## src/rtl/core/qmsn_pkg.sv

```systemverilog
// Shared widths, stage counts and transaction types for the quaternion normaliser.
package qmsn_pkg;

  localparam int COMP_W      = 32;  // Q2.29 component
  localparam int TERM_W      = 35;  // one floored partial product, Q5.29
  localparam int P_W         = 37;  // summed product component, Q7.29
  localparam int MAG_W       = 36;  // magnitude of a product component
  localparam int LEN_W       = 6;   // bit length of the largest magnitude
  localparam int SQ_W        = 61;  // square of one scaled component
  localparam int N_W         = 64;  // squared norm and root working width
  localparam int S_W         = 32;  // integer square root of the norm
  localparam int SQRT_STAGES = 32;
  localparam int REM_W       = 33;
  localparam int R_W         = 34;  // reciprocal floor(2^62 / s)
  localparam int DIV_STAGES  = 34;
  localparam int MUL_W       = 67;
  localparam int FIFO_DEPTH  = 4;
  localparam int FIFO_AW     = 2;
  localparam int FIFO_CW     = 3;

  // Raw product handed from the front end to the normaliser.
  typedef struct packed {
    logic signed [P_W-1:0] w;
    logic signed [P_W-1:0] x;
    logic signed [P_W-1:0] y;
    logic signed [P_W-1:0] z;
    logic                  flipped;
  } prod_t;

  // Block-scaled product as it travels down the normaliser.
  typedef struct packed {
    logic signed [COMP_W-1:0] w;
    logic signed [COMP_W-1:0] x;
    logic signed [COMP_W-1:0] y;
    logic signed [COMP_W-1:0] z;
    logic                     flipped;
    logic                     zero;
  } norm_t;

  typedef struct packed {
    logic full;
    logic empty;
  } fifo_stat_t;

endpackage

```

## src/rtl/core/qmsn_fifo.sv

```systemverilog
// Short queue that decouples the product front end from the normaliser.
module qmsn_fifo (
  input  logic                 clk,
  input  logic                 rst_n,
  input  logic                 push,
  input  qmsn_pkg::prod_t      push_data,
  input  logic                 pop,
  output qmsn_pkg::prod_t      pop_data,
  output qmsn_pkg::fifo_stat_t stat
);

  qmsn_pkg::prod_t mem [qmsn_pkg::FIFO_DEPTH];
  logic [qmsn_pkg::FIFO_AW-1:0] wr_ptr_r, rd_ptr_r;
  logic [qmsn_pkg::FIFO_CW-1:0] count_r, count_nxt;

  assign stat.full  = (count_r == qmsn_pkg::FIFO_CW'(qmsn_pkg::FIFO_DEPTH));
  assign stat.empty = (count_r == '0);
  assign pop_data   = mem[rd_ptr_r];

  always_comb begin
    count_nxt = count_r;
    if (push && !pop) begin
      count_nxt = count_r + 1'b1;
    end else if (pop && !push) begin
      count_nxt = count_r - 1'b1;
    end
  end

  always_ff @(posedge clk) begin
    if (push) begin
      mem[wr_ptr_r] <= push_data;
    end
  end

  always_ff @(posedge clk) begin
    if (!rst_n) begin
      wr_ptr_r <= '0;
      rd_ptr_r <= '0;
      count_r  <= '0;
    end else begin
      if (push) begin
        wr_ptr_r <= wr_ptr_r + 1'b1;
      end
      if (pop) begin
        rd_ptr_r <= rd_ptr_r + 1'b1;
      end
      count_r <= count_nxt;
    end
  end

endmodule

```

## config.mk

```make
export PLATFORM = sky130hd
export DESIGN_NAME = qmsn_fifo
export DESIGN_NICKNAME = d
export VERILOG_FILES = /design/src/rtl/core/qmsn_pkg.sv /design/src/rtl/core/qmsn_fifo.sv
export SDC_FILE = /design/constraint.sdc
export NUM_CORES = 1
export LEC_CHECK = 0
export ABC_AREA = 1
export BUFFER_PORTS_ARGS = -buffer_cell sky130_fd_sc_hd__buf_2
export CORE_UTILIZATION = 52
export DETAILED_ROUTE_END_ITERATION = 12
export GPL_TIMING_DRIVEN = 0
export HOLD_SLACK_MARGIN = 0.1
export PLACE_DENSITY_LB_ADDON = 0.15
export SLEW_MARGIN = 20
export SYNTH_ARGS = -nofsm -noshare
export SYNTH_HDL_FRONTEND = slang
export SYNTH_SLANG_ARGS = --single-unit
```

## constraint.sdc

```tcl
create_clock -name clk -period 4.18 [get_ports clk]
set_input_delay 0.627 -clock clk [delete_from_list [all_inputs] [get_ports clk]]
set_output_delay 0.627 -clock clk [all_outputs]
set_load 0.01 [all_outputs]
```

Word-level counts from Yosys, hierarchy flattened
Memories as Yosys holds them, arrays and structs flattened. A register that Yosys moved wholly into a read port is not among the register bits.
Cells that the tools add are included.
{"block": "word_totals", "ff_bits": 7, "mem_bits_rw": 596, "output_inout_bits": 151, "wordCells": 21, "mem_count": 1}
{"name": "mem", "depth": 4, "width": 149, "rd": 1, "rd_clocked_by_memory_dff": 1, "write_ports": 1, "line_no": "qmsn_fifo.sv:12", "rtl": "qmsn_pkg::prod_t mem [qmsn_pkg::FIFO_DEPTH];"}
{"block": "classes", "n_addsub": 4, "eq_ne": 1, "mux": 6, "reduce_logical": 6}
{"cell": "3-bit 2-to-1 mux", "n": 2}
{"cell": "2-bit by 1-bit adder with 2-bit output (second input constant)", "n": 2}
{"cell": "2-bit 2-to-1 mux", "n": 2}
{"cell": "3-bit by 1-bit adder with 3-bit output (second input constant)", "n": 1}
{"cell": "3-bit equality test (second input constant)", "n": 1}
{"cell": "3-bit logical NOT", "n": 1}
{"cell": "3-bit by 1-bit subtractor with 3-bit output (second input constant)", "n": 1}
{"cell": "1-bit logical AND", "n": 2}
{"cell": "1-bit logical NOT", "n": 2}
{"cell": "1-bit 2-to-1 mux", "n": 2}
{"cell": "2-bit nonzero test", "n": 1}

Logic depth before layout (Yosys ltp)
Gate-level depths: netlist (run 1).
{"block": "logic_depth", "word_depth": 4, "depth_mapped": 10}

Least setup slack after synthesis (run 1)
No wires, ideal clock.
{"block": "synth_path", "path_kind": "input port to flip-flop", "from": "input port push", "to": "memory mem[2][0] in the netlist's numbering (enable)", "setup_time_ps": 502, "t_arrival_ps": 3527, "slack_ps": 151, "path_stages": 2, "path_buffers": 0, "path_cell_list": "nand2_1 inv_1"}
{"block": "synth_between", "elab_chain_len": 2}
{"item": "start, declared", "line_no": "qmsn_fifo.sv:5", "rtl": "input logic push,"}
{"item": "1-bit 2-to-1 mux", "line_no": "qmsn_fifo.sv:30", "rtl": "if (push) begin"}
{"item": "1-bit 2-to-1 mux (not written as such)", "line_no": "qmsn_fifo.sv:31", "rtl": "mem[wr_ptr_r] <= push_data;"}
{"item": "end, declared", "line_no": "qmsn_fifo.sv:12"}
Every way passes these cells.

==> results.tsv, run 1 <==
metric	value	unit
CP max stage cell	dfxtp_1	
final core occ	0.637	
postcts setup bufs	0	
H-tree depth	2	
initial antenna violation count	17	
Syn Nets	1657	
Power Density	505	mW/mm^2
synthesized area per cell	15.0	sq um
RSZ-0062 raised after global routing	no	
post-CTS sizing	0	
clk root buf	clkbuf_16	
Via density	5.52	
layout cell share with drive strength beyond 1	0.248	
Setup-failing EPs final	0	
CP Cell Sequence	inv_2 -> buf_2 -> buf_2 -> o21ai_0 -> o22ai_1 -> buf_2	
most frequent cell after synthesis	edfxtp_1	
wire length per cell	21.5	microns
Synth-to-Final Area Change	19.7	%
Slew Viols, Final	0	
Yosys reg bits	605	
die area	0.0441	sq mm
Slew headroom	0.456	
IO Count	304	
clk_lat worst skew	610	ps
fin nets	2026	
Hold WS	231	ps
Inserted Clock Buffers	58	
status	finished, final reports clean	
Max Root-Sink Buffers	3	
synth cell count leaders	596 x edfxtp_1, 303 x nor2_1, 212 x o21ai_0	
R2R Setup Slk	2080	ps
top cells by area, synth	edfxtp_1 79%, nor2_1 5.1%, o21ai_0 4.7%	
fmax	321	MHz
DR pass1 iterations	5	
Cells after Synth	1498	
Final Cycle Share	0.745	
port bufs	303	
Peak VDD IR	374	uV
DR iter-0 viols	1130	
Hold Buf Count CTS	0	
area share of the largest cell type after synthesis	0.795	
Critical Path AT	2490	ps
footprint of the multi-input gates	0.00375	sq mm
Synth area leader	edfxtp_1	
GRT Util Overall	0.241	
# DRC	0	
largest net degree at the start of global routing	87	
vias in the first global route	13528	
Cell Area, Synth	0.0225	sq mm
die extent in x	210	microns
Antenna Nets Post-Route	0	
CTS Sinks	605	
slowest stage delay, CP	440	ps
Most common cell on crit path	buf_2	
gr ovfl total	0	
register area	0.0181	sq mm
Hold Vio Cnt, Final	0	
die height	210	microns
Setup crit end kind	output pin	
CP Launch Type	flip-flop	
HP Class	primary input to flip-flop	
leakage power	9.50	nW
min Tclk post-route	3110	ps
worst-path fanout max	10	
Core Box Area	0.0423	sq mm
synth unique cells	21	
post-synthesis sequential area ratio	0.803	
routed wire length	53.8	mm
DP HPWL	32.5	mm
Crit path required time	3550	ps
prevailing post-synth register cell	edfxtp_1	
Async SR Flop Fraction	0	
first-pass GRT wire length	79.5	mm
max-cap violations	0	
Clock Skew	12.7	ps
WS Path Type	flip-flop to output pin	
worst slew pin tran	816	ps
initial core utilization	0.532	
Rows	75	
Post-synth EDFFs	596	
routed via count	13838	
Yosys warning count	0	
setup TNS	0	ps
CTS tree	done	
fill count	3146	
Placer Congestion	0.753	
clock transition at the registers of the reported paths	60	ps
-- cell families (layout without fill, tap and decap cells) --
| logic type | count (synthesis) | count (layout) | synth area share |
|---|---|---|---|
| flops | 605 | 605 | 0.803 |
| compound gates | 457 | 457 | 0.110 |
| simple gates | 316 | 316 | 0.0530 |
| buf+inv | 114 | 533 | 0.0306 |
| fa+ha+maj | 6 | 6 | 0.00367 |
| other cells | 0 | 12 | 0 |
-- worst max-delay path, delay by kind of cell (launching register included) --
kind	cells	cell delay (ps)
AOI/OAI and AO/OA	2	370
buffers and inverters	4	1080
DFF	1	440
-- worst paths after layout --
path                                      from      endpoint  depth (start not counted)
worst max register to register     wr_ptr_r[0]    mem[0][69]                          6
worst max-delay path                 flip-flop  pop_data[48]                          6
worst min register to register     rd_ptr_r[1]   rd_ptr_r[1]                          1
worst min-delay path            push_data[138]   mem[3][138]                          1
-- final cells by class --
type / count / area share
well taps: 577 / 0.0268
clock inverters: 35 / 0.0126
clock buffers: 75 / 0.0605
multi-input cells: 779 / 0.139
plain buffers: 97 / 0.0230
flip-flops and latches: 605 / 0.671
repair buffers: 309 / 0.0624
diodes: 12 / 0.00111
inverters: 17 / 0.00367
-- cell usage in the layout, fill, tap and decap left out, drive strengths merged, types with 2 or more instances in the layout --
master | Yosys | layout
edfxtp | 596 | 596
buf | 68 | 377
o21ai | 304 | 304
nor2 | 303 | 303
o22ai | 149 | 149
clkbuf | 29 | 104
clkinv | 0 | 27
inv | 17 | 17
diode | 0 | 12
nand2 | 9 | 9
dfxtp | 9 | 9
bufinv | 0 | 7
ha | 5 | 5
a21oi | 4 | 4
nor3 | 2 | 2
-- sequential cells by signal, summed over array words and instances (netlist names), named ones only --
signal    cells
mem         596
wr_ptr_r      2
count_r       3
rd_ptr_r      2
-- through the flow --
step	power [mW]	instance area, sq um	setup WS (ps)	std cells
after floorplan	7.82	22500	151	1498
after global placement	8.45	24800	-2410	2378
after detailed placement	8.44	24900	1640	2384
after CTS	13.7	26900	984	2494
after global routing	14.1	26900	917	2499
final	13.6	26900	1070	2506
-- power breakdown --
part / internal [mW] / total [mW] / switching [mW] / leakage (nW)
Combinational: 0.433 / 1.31 / 0.881 / 2.97
Clock: 3.17 / 5.31 / 2.15 / 0.980
Sequential: 6.94 / 6.99 / 0.0543 / 5.55
-- per-layer routing --
layer / global-route usage / wire length, microns / up-vias
li1: - / - / 6449
met5: 0 / 86 / -
met3: 0.0660 / 4350 / 93
met1: 0.320 / 21700 / 6814
met2: 0.390 / 26400 / 466
met4: 0.0758 / 1160 / 16
Note: power is estimated with default switching activity, not from simulation.
==> inputs of run 2 (changes only) <==
--- a/config.mk
+++ b/config.mk
@@ -5,9 +5,9 @@
 export SDC_FILE = /design/constraint.sdc
 export NUM_CORES = 1
 export LEC_CHECK = 0
-export ABC_AREA = 1
+export ABC_AREA = 0
 export BUFFER_PORTS_ARGS = -buffer_cell sky130_fd_sc_hd__buf_2
-export CORE_UTILIZATION = 52
+export CORE_UTILIZATION = 51
 export DETAILED_ROUTE_END_ITERATION = 12
 export GPL_TIMING_DRIVEN = 0
 export HOLD_SLACK_MARGIN = 0.1
==> constraint.sdc (replaced) <==
create_clock -name clk -period 2.8 [get_ports clk]
set_input_delay 0.42 -clock clk [delete_from_list [all_inputs] [get_ports clk]]
set_output_delay 0.42 -clock clk [all_outputs]
set_load 0.01 [all_outputs]
==> run 2 against run 1 <==
Effect of this change:
- final area up 2.8%
- global-route usage is 4.6 points lower
- clock power grew 35%
- final cell count is 23% lower
- area after synthesis shrank 2.5%
- sequential cell count unchanged
- sequential share of layout area down 1.8 points
- wire length decreased by 21%
- clock skew shrank 3.6 ps
- clock-buffer cell count stayed put
==> results.tsv, run 2 <==
metric	value	unit	change
RSZ-0062 raised after global routing	no		unchanged
largest net degree at the start of global routing	47		was 87
Reg-to-Reg End	mem[2][130]		was mem[0][69]
DR pass1 iterations	6		was 5
top cells by area, synth	edfxtp_1 82%, mux4_2 15%, dfxtp_1 0.82%		was edfxtp_1 79%, nor2_1 5.1%, o21ai_0 4.7%
Setup crit end kind	output pin		unchanged
DP HPWL	25.6	mm	was 32.5 mm
clock transition at the registers of the reported paths	60	ps	about the same
most frequent cell after synthesis	edfxtp_1		unchanged
footprint of the multi-input gates	0.00362	sq mm	was 0.00375 sq mm
Worst Hold Depth	2		was 1
final core occ	0.656		was 0.637
Final Cycle Share	0.948		
min Tclk post-route	2650	ps	
CTS Sinks	605		unchanged
Reg power frac	0.530		was 0.513
min-delay src	rst_n		was push_data[138]
layout cell share with drive strength beyond 1	0.416		was 0.248
pre-CTS setup slack	168	ps	was 1640 ps
routed via count	10400		was 13838
Cell Area, Synth	0.0220	sq mm	was 0.0225 sq mm
Worst Reg-to-Reg Cells	5		was 6
Sw Ratio	0.218		was 0.226
Hold Vio Cnt, Final	0		unchanged
wire length per cell	21.8	microns	was 21.5 microns
fin nets	1507		was 2026
most frequent cells in the layout	596 x edfxtp_1, 318 x buf_2, 149 x mux4_2, 149 x dlygate4sd3_1, 59 x clkbuf_16		was 596 x edfxtp_1, 340 x buf_2, 303 x nor2_1
DR iter-0 viols	543		was 1130
Synth area leader	edfxtp_1		unchanged
met1 usage	0.255		was 0.320
Internal	15.5	mW	was 10.5 mW
Syn Nets	981		was 1657
R2R Setup Slk	720	ps	was 2080 ps
Slew Viols, Final	0		unchanged
synth unique cells	20		was 21
Cells after Synth	822		was 1498
gr ovfl total	0		unchanged
synthesized area per cell	26.7	sq um	was 15.0 sq um
worst slew pin tran	731	ps	was 816 ps
register area	0.0181	sq mm	unchanged
fin worst setup slack	145	ps	was 1070 ps
H-tree depth	2		unchanged
Clock Skew	9.08	ps	was 12.7 ps
# DRC	0		unchanged
clk root buf	clkbuf_16		unchanged
GR peak layer	met2		unchanged
clk_lat worst skew	600	ps	was 610 ps
worst-path fanout max	11		was 10
HP Class	primary input to flip-flop		unchanged
port bufs	303		unchanged
initial core utilization	0.520		was 0.532
Post-synth EDFFs	596		unchanged
post-synthesis sequential area ratio	0.824		was 0.803
Inserted Clock Buffers	59		was 58
max-cap violations	0		unchanged
initial antenna violation count	5		was 17
Core Box Area	0.0422	sq mm	was 0.0423 sq mm
met2 Usage GRT	0.322		was 0.390
Worst Hold End	count_r[0]		was mem[3][138]
CP Launch Type	flip-flop		unchanged
clock share of power	0.361		was 0.390
Synth-to-Final Area Change	26.2	%	was 19.7%
status	finished, final reports clean		unchanged
die height	209	microns	was 210 microns
vias in the first global route	11197		was 13528
CTS tree	done		unchanged
GRT Util Overall	0.196		was 0.241
Async SR Flop Fraction	0		unchanged
Crit path required time	2380	ps	was 3550 ps
Most flops, register	mem		unchanged
Critical Path AT	2230	ps	was 2490 ps
routed wire length	42.2	mm	was 53.8 mm
Peak VDD IR	631	uV	was 374 uV
die area	0.0439	sq mm	was 0.0441 sq mm
prevailing post-synth register cell	edfxtp_1		unchanged
Antenna Nets Post-Route	0		unchanged
Largest regs	mem (596), count_r (3)		unchanged
Yosys reg bits	605		unchanged
Slew headroom	0.513		was 0.456
Max Root-Sink Buffers	3		unchanged
Switch Pwr	4.33	mW	was 3.08 mW
area share of the largest cell type after synthesis	0.815		was 0.795
power share of the combinational group	0.109		was 0.097
leakage power	9.48	nW	was 9.50 nW
Reg2Reg Launch Point	wr_ptr_r[0]		unchanged
met3 GRT Util	0.0555		was 0.0660
Rows	75		unchanged
die extent in x	209	microns	was 210 microns
max FFs per register	596		unchanged
Setup-failing EPs final	0		unchanged
IO Count	304		unchanged
Via density	5.37		was 5.52
postcts setup bufs	0		unchanged
synth cell count leaders	596 x edfxtp_1, 149 x mux4_2, 16 x buf_2		was 596 x edfxtp_1, 303 x nor2_1, 212 x o21ai_0
WS Path Type	flip-flop to output pin		unchanged
fill count	2780		was 3146
Placer Congestion	0.700		was 0.753
fmax	377	MHz	
Yosys warning count	0		unchanged
Power Density	715	mW/mm^2	was 505 mW/mm^2
first-pass GRT wire length	64.2	mm	was 79.5 mm
commonest non-fill, non-tap cell in the layout	edfxtp_1		unchanged
## run 2: cells by family (layout without fill, tap and decap cells)
family / after synthesis / in the layout / synth area share
AO/OA/AOI/OAI: 2 / 2 / 0.000570
XOR/XNOR: 5 / 5 / 0.00200
adder cells (fa/ha/maj): 6 / 6 / 0.00376
buffers and inverters: 38 / 608 / 0.0122
flip-flops: 605 / 605 / 0.824
multiplexers: 151 / 151 / 0.154
other: 0 / 4 / 0
AND/OR/NAND/NOR: 15 / 15 / 0.00416
## run 2: area by class of cell
class | instances | share of cell area
flip-flops and latches | 605 | 0.652
clock buffers | 75 | 0.0554
multi-input cells | 179 | 0.130
clock inverters | 30 | 0.00700
inverters | 4 | 0.000542
repair buffers | 465 | 0.120
well taps | 539 | 0.0243
plain buffers | 34 | 0.00935
diodes | 4 | 0.000361
## run 2: worst max-delay path: stages, from the launching register on
cell and delay [ps]:
dfxtp_1 300, buf_2 150, clkbuf_4 310, buf_2 330, mux4_2 380, buf_2 160
## run 2: power by group through the flow
stage               logic, mW  clock network (mW)  registers (mW)
finish                   2.16                7.16            10.5
floorplan                1.14                   0            10.7
global route             2.32                7.67            10.5
global placement         1.94                   0            10.7
detailed placement       2.02                   0            10.7
CTS                      2.21                7.34            10.5
## run 2: worst max-delay path by stage
stage	end	start	cells after the start	slack (ps)
finish	pop_data[68]	flip-flop	5	150
global route	pop_data[102]	flip-flop	5	10
CTS	pop_data[131]	flip-flop	5	40
detailed placement	pop_data[98]	flip-flop	5	170
global placement	mem[1][37]	push	2	-1560
floorplan	mem[1][0]	wr_ptr_r[0]	2	7
## run 2: routing by layer
layer / wire [microns] / share of wire / vias to the layer above
li1: - / - / 4627
met5: 18 / 0.00043 / -
met1: 17700 / 0.42 / 5457
met3: 2930 / 0.069 / 60
met2: 20800 / 0.49 / 252
met4: 814 / 0.019 / 4
## run 2: timing repair
item                                    in CTS  in global routing
endpoints found under the setup margin     100                  2
endpoints found under the hold margin      596                  0
resized for setup                            2                  1
gates cloned                                 0                  0
hold buffers                               149                  0
## run 2: metrics by stage
step	hold WS (ps)	cells	area (sq um)	power, mW	setup TNS [ps]
2_1_floorplan	472	822	22000	11.8	0
3_3_place_gp	496	1664	24100	12.7	-501480
3_5_place_dp	513	1677	24500	12.7	0
4_1_cts	104	1931	27700	20.0	0
5_1_grt	135	1934	27700	20.5	0
6_report	135	1935	27700	19.8	0
